<file path="config.mk">
export PLATFORM = sky130hd
export DESIGN_NAME = padded_decimal_digit_writer
export DESIGN_NICKNAME = d
export VERILOG_FILES = /design/src/hdl/pdw_pkg.sv /design/src/hdl/padded_decimal_digit_writer.sv /design/src/hdl/pdw_dabble.sv
export SDC_FILE = /design/constraint.sdc
export NUM_CORES = 1
export LEC_CHECK = 0
export ABC_CLOCK_PERIOD_IN_PS = 5380
export BUFFER_PORTS_ARGS = -buffer_cell sky130_fd_sc_hd__buf_2
export CORE_ASPECT_RATIO = 0.8
export CORE_MARGIN = 5
export CORE_UTILIZATION = 55
export CTS_BUF_LIST = sky130_fd_sc_hd__clkbuf_8
export CTS_CLUSTER_DIAMETER = 60
export DETAILED_ROUTE_END_ITERATION = 8
export MAX_ROUTING_LAYER = met4
export PLACE_DENSITY_LB_ADDON = 0.12
export SETUP_SLACK_MARGIN = 0.15
export SLEW_MARGIN = 20
export SYNTH_ARGS = -nofsm -noshare
export SYNTH_HDL_FRONTEND = slang
export SYNTH_SLANG_ARGS = --single-unit
</file>
<file path="constraint.sdc">
create_clock -name clk -period 5.38 [get_ports clk]
set_input_delay 0.269 -clock clk [delete_from_list [all_inputs] [get_ports clk]]
set_output_delay 0.269 -clock clk [all_outputs]
set_load 0.005 [all_outputs]
</file>
<file path="src/hdl/pdw_pkg.sv">
`default_nettype none

package pdw_pkg;

	localparam int MAX_FIELD_WIDTH_DEF = 20;
	localparam int VALUE_BITS_DEF      = 32;

	localparam int NUMBER_W      = 32;
	localparam int FIELD_WIDTH_W = 5;
	localparam int COORD_W       = 8;
	localparam int SYMBOL_W      = 8;
	localparam int DIGIT_W       = 4;

	localparam int IN_TDATA_W  = 56;
	localparam int OUT_TDATA_W = 24;

	localparam logic [7:0] PAD_RESET = 8'd48;

	localparam logic [DIGIT_W-1:0] DABBLE_LIMIT = 4'd5;
	localparam logic [DIGIT_W-1:0] DABBLE_ADD   = 4'd3;

endpackage

`default_nettype wire

</file>
<file path="src/hdl/padded_decimal_digit_writer.sv">
// Prints an unsigned number as a run of decimal character cells.
// Input stream (s_*): one transaction per number; column, row, value and field
// width in s_tdata. Config channel (cfg_*): pad character, always ready; write
// only while the block is idle. Pad character zero turns padding off.
// Output stream (m_*): one transaction per cell, most significant first:
// pad cells (m_tuser high) then digits; m_tlast marks the final digit.
// After acceptance the value goes through a bit-serial double-dabble
// converter, one bit per cycle, then leading zero digits are dropped one per
// cycle, then one cell is issued per cycle while the receiver is ready.
// One number is handled at a time; s_tready is
// low from acceptance until the last cell is loaded into the output register.
// A stalled receiver holds the output register and freezes cell issue.
// Reset clears the control state and sets the pad character to '0' (48).
`default_nettype none

module padded_decimal_digit_writer
	import pdw_pkg::*;
#(
	parameter int MAX_FIELD_WIDTH = MAX_FIELD_WIDTH_DEF,
	parameter int VALUE_BITS      = VALUE_BITS_DEF
) (
	input  wire logic                   clk,
	input  wire logic                   arst_n,
	input  wire logic                   s_tvalid,
	output logic                        s_tready,
	// [7:0] start_column, [15:8] screen_row, [47:16] number, [52:48] field_width
	input  wire logic [IN_TDATA_W-1:0]  s_tdata,
	output logic                        m_tvalid,
	input  wire logic                   m_tready,
	// [7:0] cell_column, [15:8] cell_row, [23:16] symbol
	output logic [OUT_TDATA_W-1:0]      m_tdata,
	// [0] is_pad
	output logic                        m_tuser,
	output logic                        m_tlast,
	input  wire logic                   cfg_valid,
	output logic                        cfg_ready,
	input  wire logic [SYMBOL_W-1:0]    cfg_data
);

	localparam int CB   = (VALUE_BITS < NUMBER_W) ? VALUE_BITS : NUMBER_W;
	localparam int NDIG = (CB + 2) / 3;
	localparam int DW   = $clog2(NDIG + 1);
	localparam int MXC  = (MAX_FIELD_WIDTH > NDIG) ? MAX_FIELD_WIDTH : NDIG;
	localparam int CW   = $clog2(MXC + 1);
	localparam int XW   = (CW > FIELD_WIDTH_W) ? CW : FIELD_WIDTH_W;

	typedef enum logic [2:0] {
		ST_IDLE = 3'b001,
		ST_CONV = 3'b010,
		ST_EMIT = 3'b100
	} pdw_state_t;

	pdw_state_t              state_q;
	logic [SYMBOL_W-1:0]     pad_char_q;
	logic [COORD_W-1:0]      col_q;
	logic [COORD_W-1:0]      row_q;
	logic [XW-1:0]           width_q;
	logic [XW-1:0]           pad_left_q;
	logic [DW-1:0]           dig_left_q;
	logic [NDIG*DIGIT_W-1:0] bcd_q;

	logic                    m_tvalid_q;
	logic [COORD_W-1:0]      m_col_q;
	logic [COORD_W-1:0]      m_row_q;
	logic [SYMBOL_W-1:0]     m_sym_q;
	logic                    m_pad_q;
	logic                    m_last_q;

	logic                    accept;
	logic                    step;
	logic [XW-1:0]           width_in;
	logic [XW-1:0]           width_sat;
	logic [XW-1:0]           npad;
	logic                    dab_done;
	logic [NDIG*DIGIT_W-1:0] dab_bcd;
	logic [DW-1:0]           dab_ndig;

	assign s_tready  = (state_q == ST_IDLE);
	assign accept    = s_tvalid && s_tready;
	assign cfg_ready = 1'b1;
	assign step      = (state_q == ST_EMIT) && (!m_tvalid_q || m_tready);

	assign width_in  = XW'(s_tdata[48 +: FIELD_WIDTH_W]);
	assign width_sat = (width_in > XW'(MAX_FIELD_WIDTH)) ? XW'(MAX_FIELD_WIDTH) : width_in;
	assign npad      = (pad_char_q != '0 && width_q > XW'(dab_ndig)) ?
	                   width_q - XW'(dab_ndig) : '0;

	pdw_dabble #(
		.CONV_BITS (CB),
		.NDIG      (NDIG),
		.DW        (DW)
	) u_dabble (
		.clk    (clk),
		.arst_n (arst_n),
		.start  (accept),
		.value  (s_tdata[16 +: CB]),
		.done   (dab_done),
		.bcd    (dab_bcd),
		.ndig   (dab_ndig)
	);

	always_ff @(posedge clk or negedge arst_n) begin
		if (!arst_n) begin
			state_q    <= ST_IDLE;
			pad_char_q <= PAD_RESET;
			m_tvalid_q <= 1'b0;
		end else begin
			if (cfg_valid && cfg_ready) begin
				pad_char_q <= cfg_data;
			end
			if (step) begin
				m_tvalid_q <= 1'b1;
			end else if (m_tready) begin
				m_tvalid_q <= 1'b0;
			end
			case (state_q)
				ST_IDLE: begin
					if (accept) begin
						state_q <= ST_CONV;
					end
				end
				ST_CONV: begin
					if (dab_done) begin
						state_q <= ST_EMIT;
					end
				end
				ST_EMIT: begin
					if (step && pad_left_q == '0 && dig_left_q == DW'(1)) begin
						state_q <= ST_IDLE;
					end
				end
				default: state_q <= ST_IDLE;
			endcase
		end
	end

	always_ff @(posedge clk) begin
		if (accept) begin
			col_q   <= s_tdata[0 +: COORD_W];
			row_q   <= s_tdata[COORD_W +: COORD_W];
			width_q <= width_sat;
		end
		if (state_q == ST_CONV && dab_done) begin
			bcd_q      <= dab_bcd;
			dig_left_q <= dab_ndig;
			pad_left_q <= npad;
		end
		if (step) begin
			m_col_q <= col_q;
			m_row_q <= row_q;
			col_q   <= col_q + COORD_W'(1);
			if (pad_left_q != '0) begin
				m_sym_q    <= pad_char_q;
				m_pad_q    <= 1'b1;
				m_last_q   <= 1'b0;
				pad_left_q <= pad_left_q - XW'(1);
			end else begin
				m_sym_q    <= SYMBOL_W'(bcd_q[NDIG*DIGIT_W-1 -: DIGIT_W]);
				m_pad_q    <= 1'b0;
				m_last_q   <= (dig_left_q == DW'(1));
				bcd_q      <= {bcd_q[NDIG*DIGIT_W-DIGIT_W-1:0], {DIGIT_W{1'b0}}};
				dig_left_q <= dig_left_q - DW'(1);
			end
		end
	end

	assign m_tvalid = m_tvalid_q;
	assign m_tdata  = {m_sym_q, m_row_q, m_col_q};
	assign m_tuser  = m_pad_q;
	assign m_tlast  = m_last_q;

endmodule

`default_nettype wire

</file>
<file path="src/hdl/pdw_dabble.sv">
`default_nettype none

module pdw_dabble
	import pdw_pkg::*;
#(
	parameter int CONV_BITS = VALUE_BITS_DEF,
	parameter int NDIG      = (VALUE_BITS_DEF + 2) / 3,
	parameter int DW        = $clog2(NDIG + 1)
) (
	input  wire logic                      clk,
	input  wire logic                      arst_n,
	input  wire logic                      start,
	input  wire logic [CONV_BITS-1:0]      value,
	output logic                           done,
	output logic [NDIG*DIGIT_W-1:0]        bcd,
	output logic [DW-1:0]                  ndig
);

	localparam int CNTW = $clog2(CONV_BITS + 1);

	typedef enum logic [2:0] {
		DAB_IDLE  = 3'b001,
		DAB_CONV  = 3'b010,
		DAB_STRIP = 3'b100
	} dab_state_t;

	dab_state_t                 state_q;
	logic [CONV_BITS-1:0]       bin_q;
	logic [NDIG*DIGIT_W-1:0]    bcd_q;
	logic [NDIG*DIGIT_W-1:0]    adj;
	logic [CNTW-1:0]            cnt_q;
	logic [DW-1:0]              ndig_q;
	logic                       done_q;

	// add-3 correction on every digit before the shift
	always_comb begin
		logic [DIGIT_W-1:0] d;
		for (int i = 0; i < NDIG; i++) begin
			d = bcd_q[i*DIGIT_W +: DIGIT_W];
			adj[i*DIGIT_W +: DIGIT_W] = (d >= DABBLE_LIMIT) ? d + DABBLE_ADD : d;
		end
	end

	always_ff @(posedge clk or negedge arst_n) begin
		if (!arst_n) begin
			state_q <= DAB_IDLE;
			done_q  <= 1'b0;
		end else begin
			done_q <= 1'b0;
			case (state_q)
				DAB_IDLE: begin
					if (start) begin
						state_q <= DAB_CONV;
					end
				end
				DAB_CONV: begin
					if (cnt_q == CNTW'(1)) begin
						state_q <= DAB_STRIP;
					end
				end
				DAB_STRIP: begin
					if (!(ndig_q > DW'(1) && bcd_q[NDIG*DIGIT_W-1 -: DIGIT_W] == '0)) begin
						state_q <= DAB_IDLE;
						done_q  <= 1'b1;
					end
				end
				default: state_q <= DAB_IDLE;
			endcase
		end
	end

	always_ff @(posedge clk) begin
		case (state_q)
			DAB_IDLE: begin
				bin_q  <= value;
				bcd_q  <= '0;
				cnt_q  <= CNTW'(CONV_BITS);
				ndig_q <= DW'(NDIG);
			end
			DAB_CONV: begin
				bcd_q <= {adj[NDIG*DIGIT_W-2:0], bin_q[CONV_BITS-1]};
				bin_q <= {bin_q[CONV_BITS-2:0], 1'b0};
				cnt_q <= cnt_q - CNTW'(1);
			end
			DAB_STRIP: begin
				if (ndig_q > DW'(1) && bcd_q[NDIG*DIGIT_W-1 -: DIGIT_W] == '0) begin
					bcd_q  <= {bcd_q[NDIG*DIGIT_W-DIGIT_W-1:0], {DIGIT_W{1'b0}}};
					ndig_q <= ndig_q - DW'(1);
				end
			end
			default: ;
		endcase
	end

	assign done = done_q;
	assign bcd  = bcd_q;
	assign ndig = ndig_q;

endmodule

`default_nettype wire

</file>
==> results.yml, run 1 <==
run:
  cap_violations: 0
finish:
  layout.cells.non_filler: 1319
  register_area_um2: 5460
  antenna-diode-count: 0
  layout-drive-gt1-share: 0.154
  nets: 1176
  areaGrowthSynthToFinish_pct: 17.3
  final_area_um2: 11200
  multiInputGateArea_um2: 3760
  fill_cells: 1377
grt:
  grt_max_degree: 72
  grt_pass1_vias: 6784
  grt.total_usage: 0.201
  antenna_found_initial: 0
  overflow: 0
  grt_pass1_wl_um: 32300
timing:
  skew_ps: 15.3
  tightestPinTransition_ps: 1060
  slew_violations: 0
  slew_headroom: 0.295
  fmax_mhz: 350
  finalHoldViolations: 0
  final.setup.tns_ps: 0
  min_period_ps: 2860
  rsz0062_at_grt: "no"
  timing.final.crit_share: 0.532
  finalSetupViolCount: 0
logic_synthesis:
  synth_cell_types: 58
  yosysSeqAreaShare: 0.571
  synth_edf_count: 133
  synth_area_um2: 9560
  synth_area_per_cell_um2: 10.1
  synth_ff_type: "edfxtp_1"
  ys_warn_count: 0
  async_reset_ff_frac: 0.0792
  synth.most_common_cell: "nand2_1"
  ys_top_cells_by_count: "239 x nand2_1, 133 x edfxtp_1, 63 x nor2_1, 53 x dfxtp_1, 49 x o21ai_0"
  syn_nets: 1052
  postSynthCellCount: 946
  synth_top_area_frac: 0.418
  synth-seq-cells: 202
  synth_area_leaders: "edfxtp_1 42%, dfxtp_1 11%, nand2_1 9.4%"
  yosysTopAreaCell: "edfxtp_1"
floorplanning:
  start_util: 0.555
  pin_count: 98
  die_h_um: 128
  core_um2: 17200
  rows: 43
  fp.dieW_um: 157
  die_area_um2: 20100
power:
  ir_drop_mv: 0.341
  power.leakage_nw: 4.70
  p_per_area_nw_per_um2: 463
setup_path:
  critPathMaxFanout: 26
  crit_path_end_kind: "register"
  r2r_start: "state_q[2]"
  critPathRequiredTime_ps: 5510
  setup.worst_path.start: "state_q[2]"
  arrival_ps: 2990
  start_kind: "register"
  crit_type: "register to register"
clocking:
  cts-root-buf: "clkbuf_8"
  cts.sinks: 202
  cts.reportedPaths.clkPinSlew_ps: 60
  cts_tree: "built"
  clk_latency_ps: 520
  h-tree-depth: 2
  cts_resized: 0
  cts_made_buffers: 34
  clk_path_buf_depth: 3
detailed_routing:
  routed_wl_um: 19200
  ant_nets: 0
  wl_per_cell_um: 14.6
  wl_met1_um: 9400
  drt_iter0_markers: 419
  drc: 0
  first_pass_iters: 5
  wl_met3_um: 1110
  wl_met2_um: 8230
  dr.max_layer_used: "met4"
  vias: 7040
  via_per_inst: 5.34
placement:
  io_buffers: 93
  gp_congestion: 0.792
  hpwl_um: 11900
  postPlaceCellArea_um2: 10200
  dpl.cell_count: 1221
status:
  outcome: "finished clean"
worst_hold_path:
  min_path_type: "input port to register"
  min-delay-start: "s_tdata[28]"
==> final cells by class <==
type / instances / area share
repair buffers: 139 / 0.0808
inverters: 43 / 0.0144
well taps: 225 / 0.0251
clock buffers: 38 / 0.0467
multi-input cells: 650 / 0.336
flip-flops and latches: 202 / 0.487
clock inverters: 22 / 0.0100
==> critical path: stages, from the launching register on <==
cell and delay [ps]:
dfrtp_1 540, nor3b_2 480, nand2_1 500, inv_1 950
==> where the power goes <==
group	total, W	internal (W)	switching (W)	leakage [nW]
registers	0.00256	0.00222	0.000343	1.93
logic	0.00135	0.000546	0.000799	2.39
clock network	0.00129	0.000693	0.000596	0.372
total	0.00519	0.00346	0.00174	4.70
==> logic make-up after synthesis <==
family                   synth area share
other                            0.000392
AND/OR/NAND/NOR                     0.178
flip-flops                          0.571
buffers and inverters              0.0395
AO/OA/AOI/OAI                       0.114
XOR/XNOR                           0.0238
multiplexers                       0.0242
adder cells (fa/ha/maj)            0.0492
==> metrics by stage <==
| stage | total power [W] | utilization | setup slack [ps] | hold WS [ps] |
|---|---|---|---|---|
| finish | 0.00519 | 0.651 | 2520 | 21.3 |
| global route | 0.00555 | 0.651 | 2300 | 0.800 |
| CTS | 0.00524 | 0.651 | 2470 | 0.563 |
| detailed placement | 0.00391 | 0.592 | 2460 | 215 |
| global placement | 0.00387 | 0.592 | 2460 | 221 |
| floorplan | 0.00351 | - | 1410 | -26.6 |
==> timing repair <==
action / CTS / global route
hold buffers: 38 / 0
hold endpoints to repair: 53 / 0
setup endpoints to repair: 0 / 0
setup buffers: 0 / 0
==> placed cells by master, fill, tap and decap left out, types with 7 or more instances in the layout <==
cell type	n
nand2b_1	18
dfxtp_1	53
nor3_1	8
xor2_1	9
buf_4	8
dfrtp_1	12
and2_1	9
a22o_1	11
nand2_1	239
nor3b_1	12
nand3_1	7
xnor2_1	17
a21oi_1	40
buf_2	93
mux2_2	9
ha_1	36
mux2i_1	13
o21ai_0	48
nor2_1	61
edfxtp_1	133
inv_1	55
a31oi_1	46
clkbuf_8	38
dlygate4sd3_1	38
==> worst paths after layout <==
| kind | endpoint | slack (ps) | cells past startpoint |
|---|---|---|---|
| max in group asynchronous | pad_char_q[4] | 4820 | 2 |
| hold reg to reg | m_row_q[5] | 420 | 0 |
| hold / removal | u_dabble.bin_q[12] | 20 | 3 |
| setup reg to reg | m_row_q[6] | 2520 | 3 |
| setup / recovery | m_row_q[6] | 2520 | 3 |
| min in group asynchronous | u_dabble.state_q[2] | 230 | 2 |
==> routing by layer <==
metal | vias up | track usage
met4 | 0 | 0.0738
met2 | 183 | 0.287
met5 | - | -
met3 | 47 | 0.0378
met1 | 3275 | 0.288
li1 | 3535 | -
Power figures use the tool's default switching activity.
==> inputs of run 2 (changes only) <==
--- a/config.mk
+++ b/config.mk
@@ -5,7 +5,7 @@
 export SDC_FILE = /design/constraint.sdc
 export NUM_CORES = 1
 export LEC_CHECK = 0
-export ABC_CLOCK_PERIOD_IN_PS = 5380
+export ABC_CLOCK_PERIOD_IN_PS = 2300
 export BUFFER_PORTS_ARGS = -buffer_cell sky130_fd_sc_hd__buf_2
 export CORE_ASPECT_RATIO = 0.8
 export CORE_MARGIN = 5
==> constraint.sdc (replaced) <==
create_clock -name clk -period 2.3 [get_ports clk]
set_input_delay 0.115 -clock clk [delete_from_list [all_inputs] [get_ports clk]]
set_output_delay 0.115 -clock clk [all_outputs]
set_load 0.005 [all_outputs]
==> results.yml, run 2 (synthesis results as in run 1) <==
grt:
  grt_pass1_wl_um: 33600
  overflow: 0
  grt.total_usage: 0.208
  antenna_found_initial: 0
  grt_pass1_vias: 6995
  grt_max_degree: 89
floorplanning:
  die_h_um: 128
  core_um2: 17200
  rows: 43
  pin_count: 98
  fp.dieW_um: 157
  start_util: 0.555
  die_area_um2: 20100
setup_path:
  critPathMaxFanout: 44
  crit_path_end_kind: "register"
  arrival_ps: 2100
  start_kind: "register"
  critPathRequiredTime_ps: 2440
  crit_type: "register to register"
  ff2ff_path_depth: 5
clocking:
  cts-root-buf: "clkbuf_8"
  cts.reportedPaths.clkPinSlew_ps: 60
  cts_setup_buffers: 0
  cts.sinks: 202
  clk_latency_ps: 510
  clk_path_buf_depth: 3
  h-tree-depth: 2
  cts_resized: 0
  cts_made_buffers: 34
  cts_tree: "built"
finish:
  mostFrequentLayoutCells: "239 x nand2_1, 133 x edfxtp_1, 93 x buf_2"
  layout.cells.non_filler: 1361
  antenna-diode-count: 0
  nets: 1216
  register_area_um2: 5460
  layout_commonest_cell: "nand2_1"
  multiInputGateArea_um2: 3780
  areaGrowthSynthToFinish_pct: 22.1
  final_area_um2: 11700
  layout-drive-gt1-share: 0.164
  fill_cells: 1355
worst_hold_path:
  hold_depth: 2
  min_path_type: "input port to register"
timing:
  timing.final.ws_setup_ps: 337
  slew_headroom: 0.548
  min_period_ps: 1960
  final.setup.tns_ps: 0
  fmax_mhz: 509
  timing.final.crit_share: 0.854
  slew_violations: 0
  finalSetupViolCount: 0
  tightestPinTransition_ps: 677
  rsz0062_at_grt: "no"
  finalHoldViolations: 0
  skew_ps: 17.4
placement:
  hpwl_um: 12100
  gp_congestion: 0.806
  postPlaceCellArea_um2: 10300
  io_buffers: 93
  place_ws_ps: 317
  dpl.cell_count: 1229
power:
  power_w: 0.0123
  p_per_area_nw_per_um2: 1050
  power.leakage_nw: 4.90
  ir_drop_mv: 0.680
detailed_routing:
  wl_per_cell_um: 14.6
  drc: 0
  first_pass_iters: 4
  via_per_inst: 5.23
  routed_wl_um: 19900
  vias: 7124
  drt_iter0_markers: 509
  ant_nets: 0
status:
  outcome: "finished clean"
run:
  cap_violations: 0
run 2: cell count changes in the layout (fill, tap and decap cells not counted), moves of 2 or more:
| cell | before | now |
|---|---|---|
| clkinv_2 | 3 | 5 |
| clkbuf_8 | 38 | 43 |
| clkinv_1 | 6 | 0 |
| buf_12 | 0 | 2 |
| dlygate4sd3_1 | 38 | 70 |
| clkinvlp_4 | 0 | 2 |
| buf_4 | 8 | 14 |
run 2: layout make-up:
class | instances | area share
repair buffers | 179 | 0.112
well taps | 225 | 0.0241
clock buffers | 43 | 0.0507
multi-input cells | 650 | 0.324
flip-flops and latches | 202 | 0.468
clock inverters | 19 | 0.00697
inverters | 43 | 0.0142
run 2: critical path, cell delays in order (launching register included):
cell	delay [ps]
edfxtp_1	420
inv_1	80
ha_1	220
nor2_1	110
o311a_1	230
a21o_4	520
run 2: final timing paths:
path                                  start                   to  slack [ps]
min reg2reg                        row_q[1]           m_row_q[1]         420
min                               cfg_valid        pad_char_q[5]          30
max reg2reg                u_dabble.ndig[0]     u_dabble.bcd[24]         340
min in group asynchronous            arst_n  u_dabble.state_q[1]          80
max in group asynchronous            arst_n        pad_char_q[5]        1900
max                        u_dabble.ndig[0]     u_dabble.bcd[24]         340
run 2: routing by layer:
metal	routed length [µm]	track usage	vias up
li1	-	-	3629
met1	9750	0.298	3294
met2	8850	0.309	178
met3	1040	0.0422	23
met4	248	0.0506	0
met5	0	-	-
run 2: repair_timing:
| item | CTS | global route |
|---|---|---|
| hold buffers | 70 | 0 |
| endpoints found under the setup margin | 0 | 0 |
| hold endpoints to repair | 77 | 0 |
run 2: metrics by stage:
stage	hold slack, ps	utilization
after floorplan	-181	-
after global placement	58.9	0.598
after detailed placement	59.0	0.598
after CTS	8.49	0.678
after global routing	20.9	0.678
final	32.0	0.678
run 2: power breakdown:
| group | switching (W) | total (W) | leakage, nW | internal (W) |
|---|---|---|---|---|
| combinational | 0.00185 | 0.00321 | 2.57 | 0.00136 |
| sequential | 0.000818 | 0.00600 | 1.93 | 0.00518 |
| clock | 0.00141 | 0.00309 | 0.398 | 0.00169 |
